<file path="src/sv/u16u8_pkg.sv">
// Shared types, constants and byte-encoding functions for the UTF-16 to UTF-8 encoder.
// No dependencies; used by the front, queue, back and top-level modules.
package u16u8_pkg;

    localparam int QUEUE_DEPTH = 4;

    localparam logic [15:0] HIGH_SURR_BASE = 16'hD800;
    localparam logic [15:0] LOW_SURR_BASE  = 16'hDC00;
    localparam logic [15:0] SURR_END       = 16'hE000;
    localparam logic [20:0] SUPP_BASE      = 21'h10000;
    localparam logic [20:0] LIMIT_1BYTE    = 21'h00080;
    localparam logic [20:0] LIMIT_2BYTE    = 21'h00800;
    localparam logic [20:0] LIMIT_3BYTE    = 21'h10000;
    localparam logic [7:0]  LEAD_2BYTE     = 8'hC0;
    localparam logic [7:0]  LEAD_3BYTE     = 8'hE0;
    localparam logic [7:0]  LEAD_4BYTE     = 8'hF0;
    localparam logic [7:0]  CONT_BYTE      = 8'h80;
    localparam logic [5:0]  HIGH_SURR_TOP  = 6'b110110;

    // One request for the back end: an optional flushed lone high surrogate,
    // then an optional code point, and the end-of-string flag.
    typedef struct packed {
        logic        has_flush;
        logic [9:0]  flush_bits;
        logic        has_point;
        logic [20:0] point;
        logic        last;
    } cmd_t;

    // Index of the final byte of the encoding of cp (byte count minus one).
    function automatic logic [1:0] last_idx(input logic [20:0] cp);
        logic [1:0] r;
        if (cp < LIMIT_1BYTE) begin
            r = 2'd0;
        end else if (cp < LIMIT_2BYTE) begin
            r = 2'd1;
        end else if (cp < LIMIT_3BYTE) begin
            r = 2'd2;
        end else begin
            r = 2'd3;
        end
        return r;
    endfunction

    // Byte idx of the encoding of cp, given its final byte index li.
    function automatic logic [7:0] enc_byte(input logic [20:0] cp, input logic [1:0] li,
                                            input logic [1:0] idx);
        logic [7:0] b;
        b = 8'h00;
        case (li)
            2'd0: b = cp[7:0];
            2'd1: begin
                case (idx)
                    2'd0:    b = LEAD_2BYTE | {3'b000, cp[10:6]};
                    default: b = CONT_BYTE | {2'b00, cp[5:0]};
                endcase
            end
            2'd2: begin
                case (idx)
                    2'd0:    b = LEAD_3BYTE | {4'b0000, cp[15:12]};
                    2'd1:    b = CONT_BYTE | {2'b00, cp[11:6]};
                    default: b = CONT_BYTE | {2'b00, cp[5:0]};
                endcase
            end
            default: begin
                case (idx)
                    2'd0:    b = LEAD_4BYTE | {5'b00000, cp[20:18]};
                    2'd1:    b = CONT_BYTE | {2'b00, cp[17:12]};
                    2'd2:    b = CONT_BYTE | {2'b00, cp[11:6]};
                    default: b = CONT_BYTE | {2'b00, cp[5:0]};
                endcase
            end
        endcase
        return b;
    endfunction

endpackage

</file>
<file path="src/sv/u16u8_front.sv">
// Front end: accepts code units, pairs surrogates and builds requests.
// Depends on u16u8_pkg.
module u16u8_front
(
    input  logic                clk,
    input  logic                rst_n,
    input  logic                accept,
    input  logic [15:0]         code_unit,
    input  logic                end_of_string,
    output logic                cmd_valid,
    output u16u8_pkg::cmd_t     cmd
);

    logic       pending_valid_reg;
    logic       pending_valid_next;
    logic [9:0] pending_bits_reg;
    logic [9:0] pending_bits_next;
    logic       is_high;
    logic       is_low;
    logic       hold;

    assign is_high = (code_unit >= u16u8_pkg::HIGH_SURR_BASE)
                   && (code_unit < u16u8_pkg::LOW_SURR_BASE);
    assign is_low  = (code_unit >= u16u8_pkg::LOW_SURR_BASE)
                   && (code_unit < u16u8_pkg::SURR_END);
    assign hold    = is_high && !end_of_string;

    always_comb
    begin
        cmd.has_flush = 1'b0;
        cmd.flush_bits = pending_bits_reg;
        cmd.has_point = !hold;
        cmd.point = {5'b00000, code_unit};
        cmd.last = end_of_string;
        pending_valid_next = pending_valid_reg;
        pending_bits_next = pending_bits_reg;
        if (accept)
        begin
            pending_valid_next = hold;
            pending_bits_next = code_unit[9:0];
            if (pending_valid_reg && is_low)
            begin
                // pair complete: one supplementary code point
                cmd.has_point = 1'b1;
                cmd.point = u16u8_pkg::SUPP_BASE + {1'b0, pending_bits_reg, code_unit[9:0]};
                pending_valid_next = 1'b0;
            end
            else if (pending_valid_reg)
            begin
                cmd.has_flush = 1'b1;
            end
        end
    end

    assign cmd_valid = accept && (cmd.has_flush || cmd.has_point);

    always_ff @(posedge clk or negedge rst_n)
    begin
        if (!rst_n)
        begin
            pending_valid_reg <= 1'b0;
            pending_bits_reg <= '0;
        end
        else
        begin
            pending_valid_reg <= pending_valid_next;
            pending_bits_reg <= pending_bits_next;
        end
    end

endmodule

</file>
<file path="src/sv/u16u8_queue.sv">
// Short request queue between the front and back ends.
// Depends on u16u8_pkg; DEPTH must be at least 2.
module u16u8_queue
#(
    parameter int DEPTH = u16u8_pkg::QUEUE_DEPTH
)
(
    input  logic             clk,
    input  logic             rst_n,
    input  logic             wr_en,
    input  u16u8_pkg::cmd_t  wr_data,
    output logic             full,
    input  logic             rd_en,
    output u16u8_pkg::cmd_t  rd_data,
    output logic             empty
);

    localparam int PtrW = $clog2(DEPTH);
    localparam int CntW = $clog2(DEPTH + 1);
    localparam logic [PtrW-1:0] LastIdx = PtrW'(DEPTH - 1);
    localparam logic [CntW-1:0] FullCnt = CntW'(DEPTH);

    u16u8_pkg::cmd_t store [DEPTH];
    logic [PtrW-1:0] wr_ptr_reg;
    logic [PtrW-1:0] wr_ptr_next;
    logic [PtrW-1:0] rd_ptr_reg;
    logic [PtrW-1:0] rd_ptr_next;
    logic [CntW-1:0] count_reg;
    logic [CntW-1:0] count_next;
    logic            do_wr;
    logic            do_rd;

    assign full    = (count_reg == FullCnt);
    assign empty   = (count_reg == '0);
    assign do_wr   = wr_en && !full;
    assign do_rd   = rd_en && !empty;
    assign rd_data = store[rd_ptr_reg];

    always_comb
    begin
        wr_ptr_next = wr_ptr_reg;
        rd_ptr_next = rd_ptr_reg;
        count_next = count_reg;
        if (do_wr)
        begin
            wr_ptr_next = (wr_ptr_reg == LastIdx) ? '0 : wr_ptr_reg + 1'b1;
        end
        if (do_rd)
        begin
            rd_ptr_next = (rd_ptr_reg == LastIdx) ? '0 : rd_ptr_reg + 1'b1;
        end
        if (do_wr && !do_rd)
        begin
            count_next = count_reg + 1'b1;
        end
        else if (do_rd && !do_wr)
        begin
            count_next = count_reg - 1'b1;
        end
    end

    always_ff @(posedge clk)
    begin
        if (do_wr)
        begin
            store[wr_ptr_reg] <= wr_data;
        end
    end

    always_ff @(posedge clk or negedge rst_n)
    begin
        if (!rst_n)
        begin
            wr_ptr_reg <= '0;
            rd_ptr_reg <= '0;
            count_reg <= '0;
        end
        else
        begin
            wr_ptr_reg <= wr_ptr_next;
            rd_ptr_reg <= rd_ptr_next;
            count_reg <= count_next;
        end
    end

endmodule

</file>
<file path="src/sv/u16u8_back.sv">
// Back end: walks each request byte by byte into a registered output stage.
// Depends on u16u8_pkg.
module u16u8_back
(
    input  logic             clk,
    input  logic             rst_n,
    input  logic             cmd_avail,
    input  u16u8_pkg::cmd_t  cmd,
    output logic             cmd_take,
    output logic             empty,
    input  logic             pop,
    output logic [7:0]       utf8_byte,
    output logic             run_last,
    output logic             string_done
);

    logic [1:0]  idx_reg;
    logic [1:0]  idx_next;
    logic        flush_done_reg;
    logic        flush_done_next;
    logic        out_valid_reg;
    logic        out_valid_next;
    logic [7:0]  byte_reg;
    logic        run_last_reg;
    logic        done_reg;
    logic        in_flush;
    logic [20:0] cur_cp;
    logic [1:0]  cur_li;
    logic        cmd_end;
    logic        can_load;
    logic        step;

    assign in_flush = cmd.has_flush && !flush_done_reg;
    assign cur_cp   = in_flush ? {5'b00000, u16u8_pkg::HIGH_SURR_TOP, cmd.flush_bits}
                               : cmd.point;
    assign cur_li   = in_flush ? 2'd2 : u16u8_pkg::last_idx(cmd.point);
    assign cmd_end  = in_flush ? ((idx_reg == 2'd2) && !cmd.has_point) : (idx_reg == cur_li);
    assign can_load = !out_valid_reg || pop;
    assign step     = can_load && cmd_avail;
    assign cmd_take = step && cmd_end;

    always_comb
    begin
        idx_next = idx_reg;
        flush_done_next = flush_done_reg;
        out_valid_next = out_valid_reg;
        if (step)
        begin
            out_valid_next = 1'b1;
            if (cmd_end)
            begin
                idx_next = '0;
                flush_done_next = 1'b0;
            end
            else if (in_flush && (idx_reg == 2'd2))
            begin
                // flushed surrogate sent, advance to the code point
                idx_next = '0;
                flush_done_next = 1'b1;
            end
            else
            begin
                idx_next = idx_reg + 1'b1;
            end
        end
        else if (pop)
        begin
            out_valid_next = 1'b0;
        end
    end

    always_ff @(posedge clk or negedge rst_n)
    begin
        if (!rst_n)
        begin
            idx_reg <= '0;
            flush_done_reg <= 1'b0;
            out_valid_reg <= 1'b0;
        end
        else
        begin
            idx_reg <= idx_next;
            flush_done_reg <= flush_done_next;
            out_valid_reg <= out_valid_next;
        end
    end

    always_ff @(posedge clk)
    begin
        if (step)
        begin
            byte_reg <= u16u8_pkg::enc_byte(cur_cp, cur_li, idx_reg);
            run_last_reg <= cmd_end;
            done_reg <= cmd_end && cmd.last;
        end
    end

    assign empty       = !out_valid_reg;
    assign utf8_byte   = byte_reg;
    assign run_last    = run_last_reg;
    assign string_done = done_reg;

endmodule

</file>
<file path="src/sv/utf16_to_utf8_encoder_core.sv">
// UTF-16 to UTF-8 encoder, top level. Depends on u16u8_pkg and the front, queue, back modules.
// Throughput: one output byte per cycle while requests are queued and pop drains the output;
// a unit causes up to 6 bytes (typically 1 to 3), all through the single byte-wide output
// register of the back end; a held high surrogate alone causes no byte.
// Reset (rst_n, asynchronous, active low) drops any held surrogate, queued request and
// waiting byte; the queue then starts empty, so units are accepted once reset is released.
module utf16_to_utf8_encoder_core
#(
    parameter int QUEUE_DEPTH = u16u8_pkg::QUEUE_DEPTH
)
(
    input  logic        clk,
    input  logic        rst_n,
    input  logic        push,
    output logic        full,
    input  logic [15:0] code_unit,
    input  logic        end_of_string,
    output logic        empty,
    input  logic        pop,
    output logic [7:0]  utf8_byte,
    output logic        run_last,
    output logic        string_done
);

    logic            accept;
    logic            q_full;
    logic            q_empty;
    logic            wr_en;
    logic            rd_en;
    u16u8_pkg::cmd_t wr_cmd;
    u16u8_pkg::cmd_t rd_cmd;

    // Hold off new units only while the request queue is full; a held high surrogate
    // writes nothing unless it flushes an earlier lone one, but is still accepted.
    assign full   = q_full;
    assign accept = push && !q_full;

    u16u8_front u_front
    (
        .clk           (clk),
        .rst_n         (rst_n),
        .accept        (accept),
        .code_unit     (code_unit),
        .end_of_string (end_of_string),
        .cmd_valid     (wr_en),
        .cmd           (wr_cmd)
    );

    u16u8_queue #(.DEPTH(QUEUE_DEPTH)) u_queue
    (
        .clk     (clk),
        .rst_n   (rst_n),
        .wr_en   (wr_en),
        .wr_data (wr_cmd),
        .full    (q_full),
        .rd_en   (rd_en),
        .rd_data (rd_cmd),
        .empty   (q_empty)
    );

    // Drop the head request once its final byte enters the output register.
    u16u8_back u_back
    (
        .clk         (clk),
        .rst_n       (rst_n),
        .cmd_avail   (!q_empty),
        .cmd         (rd_cmd),
        .cmd_take    (rd_en),
        .empty       (empty),
        .pop         (pop),
        .utf8_byte   (utf8_byte),
        .run_last    (run_last),
        .string_done (string_done)
    );

endmodule
</file>
<file path="config.mk">
export PLATFORM = sky130hd
export DESIGN_NAME = utf16_to_utf8_encoder_core
export DESIGN_NICKNAME = d
export VERILOG_FILES = /design/src/sv/u16u8_pkg.sv /design/src/sv/u16u8_front.sv /design/src/sv/u16u8_queue.sv /design/src/sv/u16u8_back.sv /design/src/sv/utf16_to_utf8_encoder_core.sv
export SDC_FILE = /design/constraint.sdc
export NUM_CORES = 1
export LEC_CHECK = 0
export ABC_AREA = 0
export BUFFER_PORTS_ARGS = -buffer_cell sky130_fd_sc_hd__buf_4
export CAP_MARGIN = 0
export CORE_ASPECT_RATIO = 1.25
export CORE_UTILIZATION = 45
export CTS_CLUSTER_SIZE = 30
export DETAILED_ROUTE_END_ITERATION = 10
export GPL_TIMING_DRIVEN = 0
export MAX_ROUTING_LAYER = met4
export PLACE_DENSITY = 0.6
export SETUP_SLACK_MARGIN = 0.4
export SLEW_MARGIN = 20
export SYNTH_ARGS = -nofsm -noshare
export SYNTH_HDL_FRONTEND = slang
export SYNTH_SLANG_ARGS = --single-unit
</file>
<file path="constraint.sdc">
create_clock -name clk -period 3.1 [get_ports clk]
set_clock_uncertainty 0.05 [all_clocks]
set_input_delay 0.155 -clock clk [delete_from_list [all_inputs] [get_ports clk]]
set_output_delay 0.155 -clock clk [all_outputs]
set_load 0.05 [all_outputs]
</file>
==> out/qor.txt <==
Clk root buf: clkbuf_16
Largest net degree at the start of global routing: 23
Syn Std Cell Area: 0.00749 mm^2
Most frequent cells in the layout: edfxtp_1, buf_4, nand2_1, mux4_2, dfrtp_1
Core ar.: 0.0163 mm^2
Max FFs per register: 136
Worst slew pin tran: 1.26 ns
Clock buffer depth: 2
Initial Utilization: 46.0%
Die Area: 0.0172 mm^2
Initial antenna violation count: 0
Endpoints failing setup: 8
Max Transition Viols Final: 0
RePlAce Congestion: 0.905
GR met3 Demand/Resource: 4.26%
Synth warnings: 0
Global route overflow: 0
Max-slew headroom: 14.9%
Most Crowded Layer GR: met2
PortBufs: 32
Clock-pin slew of the registers on the worst-case setup and hold paths: 0.06 ns
Num CTS Buffers: 17
Final Cycle Share: 109%
Outcome: complete, but fails checks
Total leakage power: 0.00343 uW
Global-route total usage across every layer: 21.7%
Worst VDD drop: 514 uV
Sinks on Clock Net: 168
M1 GR Usage: 25.8%
Layout cells sized above 1: 33.3%
Crit. End Element: register
Met2 Use GR: 35.3%
Ant. Diodes: 0
Placed insts: 729
Critical path peak fanout: 8
Netlist cell types: 71
P per Cell Area: 1060 mW/mm^2
Max Cap Viol: 0
TritonCTS clock tree: done
Cell Rows: 52
Die Wd: 117 um
WP data required: 3.22 ns
Post-DP Area: 0.00813 mm^2
Worst Setup Start Kind: register
Seq/Total Area, Yosys: 65.9%
First-pass GRT wire length: 26.4 mm
Drt first pass iters: 5
Post-synth EDFFs: 146
Clock Latency Late Sink: 0.42 ns
Drt wl/cell: 20.9 um
Crit path kind: reg -> reg
Vias per std cell: 5.55
Mapped Nets: 510
Max Fclk: 296 MHz
Final wirelength: 17.0 mm
Initial drt markers: 343
Synth area leader: edfxtp_1
Final ANT Viol Nets: 0
Die H: 146 um
Synthesis-stage register bit count: 168
Ys flop type: edfxtp_1
Commonest non-fill, non-tap cell in the layout: edfxtp_1
DRC: 0
Area growth from synthesis to layout: 25.1%
Worst setup margin: -0.279 ns
Routed vias: 4,529
Post-Syn Instances: 477
NumNets Final: 621
Hpwl dp: 11.3 mm
Minimum clock period: 3.38 ns
H-tree levels: 4
RSZ-0062 raised after global routing: yes
Min-delay worst type: in -> reg
Failing checks: negative setup slack
Tot Pwr: 9970 uW
Crit path DAT: 3.50 ns
Synth Area per Inst: 15.7 um^2
Vias in the first global route: 4,695
Setup TNS: -1.63 ns
Cell Count, Final, Fillers Out: 816
I/O Pins: 33
Ys async rst share: 13.1%
Synth area leaders: edfxtp_1, mux4_2, dfrtp_1
Area share of the largest cell type after synthesis: 58.5%
Hold Fails Final Rpt: 0
Design area: 0.00937 mm^2
## cells by family (layout without fill, tap and decap cells)
group | count (synthesis) | after routing | share of synthesized area [%]
DFF | 168 | 168 | 65.9
and+or+nand+nor | 138 | 138 | 9.59
adders and majority gates | 12 | 12 | 2.11
xor gates and xnor gates | 8 | 8 | 0.936
muxes | 45 | 45 | 11.5
buffers and inverters | 34 | 157 | 2.79
AOI/OAI and AO/OA | 72 | 72 | 7.22
## cells in the mapped netlist (all sizes together), types with 2 or more instances
cell	number
nor2	19
xor2	3
mux2i	7
inv	11
or3	3
and2	9
a211o	2
a21o	6
nand2b	8
nor3	6
o21a	3
clkbuf	12
a21oi	10
edfxtp	146
o21ai	17
nand4	3
xnor2	5
buf	9
dfrtp	22
ha	11
o221ai	2
a211oi	3
a22oi	4
a311o	2
nand3	8
o211ai	3
clkinv	2
nor4bb	3
mux2	8
nor2b	3
nand2	68
o32ai	2
mux4	30
nor4	2
a31oi	4
## cell type report
class	count	area, um^2
fillers	1284	6900
flip-flops and latches	168	4930
multi-input cells	275	2510
repair buffers	92	851
clock buffers	21	470
well taps	216	270
plain buffers	21	185
clock inverters	10	93.8
inverters	13	48.8
## report_power, final
group	internal [uW]	total (uW)	switching (uW)	leakage (uW)
sequential	3120	3380	264	0.00164
clock	1160	2010	841	0.000262
combinational	2120	4580	2470	0.00153
total	6400	9970	3570	0.00343
## final timing paths
| kind | from | to | slack, ns | cells after the start |
|---|---|---|---|---|
| setup / recovery | u_queue.rd_ptr_reg[0]$_DFFE_PN0P_ | u_back.utf8_byte[4]$_DFFE_PP_ | -0.28 | 14 |
| hold / removal | code_unit[13] | u_queue.store[2][14]$_DFFE_PP_ | 0.05 | 2 |
| setup reg to reg | u_queue.rd_ptr_reg[0]$_DFFE_PN0P_ | u_back.utf8_byte[4]$_DFFE_PP_ | -0.28 | 14 |
| hold reg to reg | u_queue.count_reg[2]$_DFFE_PN0P_ | u_queue.count_reg[2]$_DFFE_PN0P_ | 0.44 | 1 |
| max in group asynchronous | rst_n | u_front.pending_bits_reg[8]$_DFFE_PN0P_ | 2.58 | 2 |
| min in group asynchronous | rst_n | u_back.flush_done_reg$_DFFE_PN0P_ | 0.15 | 2 |
## layer usage
metal / part of all wire [%] / routed length [um]
met4: 3.4 / 584
met2: 51 / 8740
met5: 0 / 0
met1: 41 / 6910
met3: 4.7 / 804
## what timing repair did
item	CTS	global route
setup endpoints to repair	16	118
hold endpoints to repair	77	0
hold buffers	13	0
cloned	1	0
pin swaps	15	6
resized for setup	26	15
setup buffers	32	10
## stage by stage
step	util, %	hold slack (ns)	setup WS [ns]
3_5_place_dp	50.0	0.0470	-0.702
5_1_grt	57.6	0.0507	-0.375
4_1_cts	56.6	0.0347	-0.229
2_1_floorplan	-	-0.191	-0.0667
3_3_place_gp	49.3	0.0534	-0.691
6_report	57.6	0.0508	-0.279
## critical path, stage by stage (launching register included)
cell     delay (ns)
dfrtp_1        0.36
buf_6          0.16
buf_4          0.11
buf_4          0.09
mux4_2         0.50
or4_4          0.45
nor3_2         0.19
o21ai_4        0.09
buf_6          0.13
buf_6          0.11
ha_4           0.18
buf_4          0.15
a21oi_4        0.15
nor2_1         0.07
o32a_1         0.34
Power figures use the tool's default switching activity.
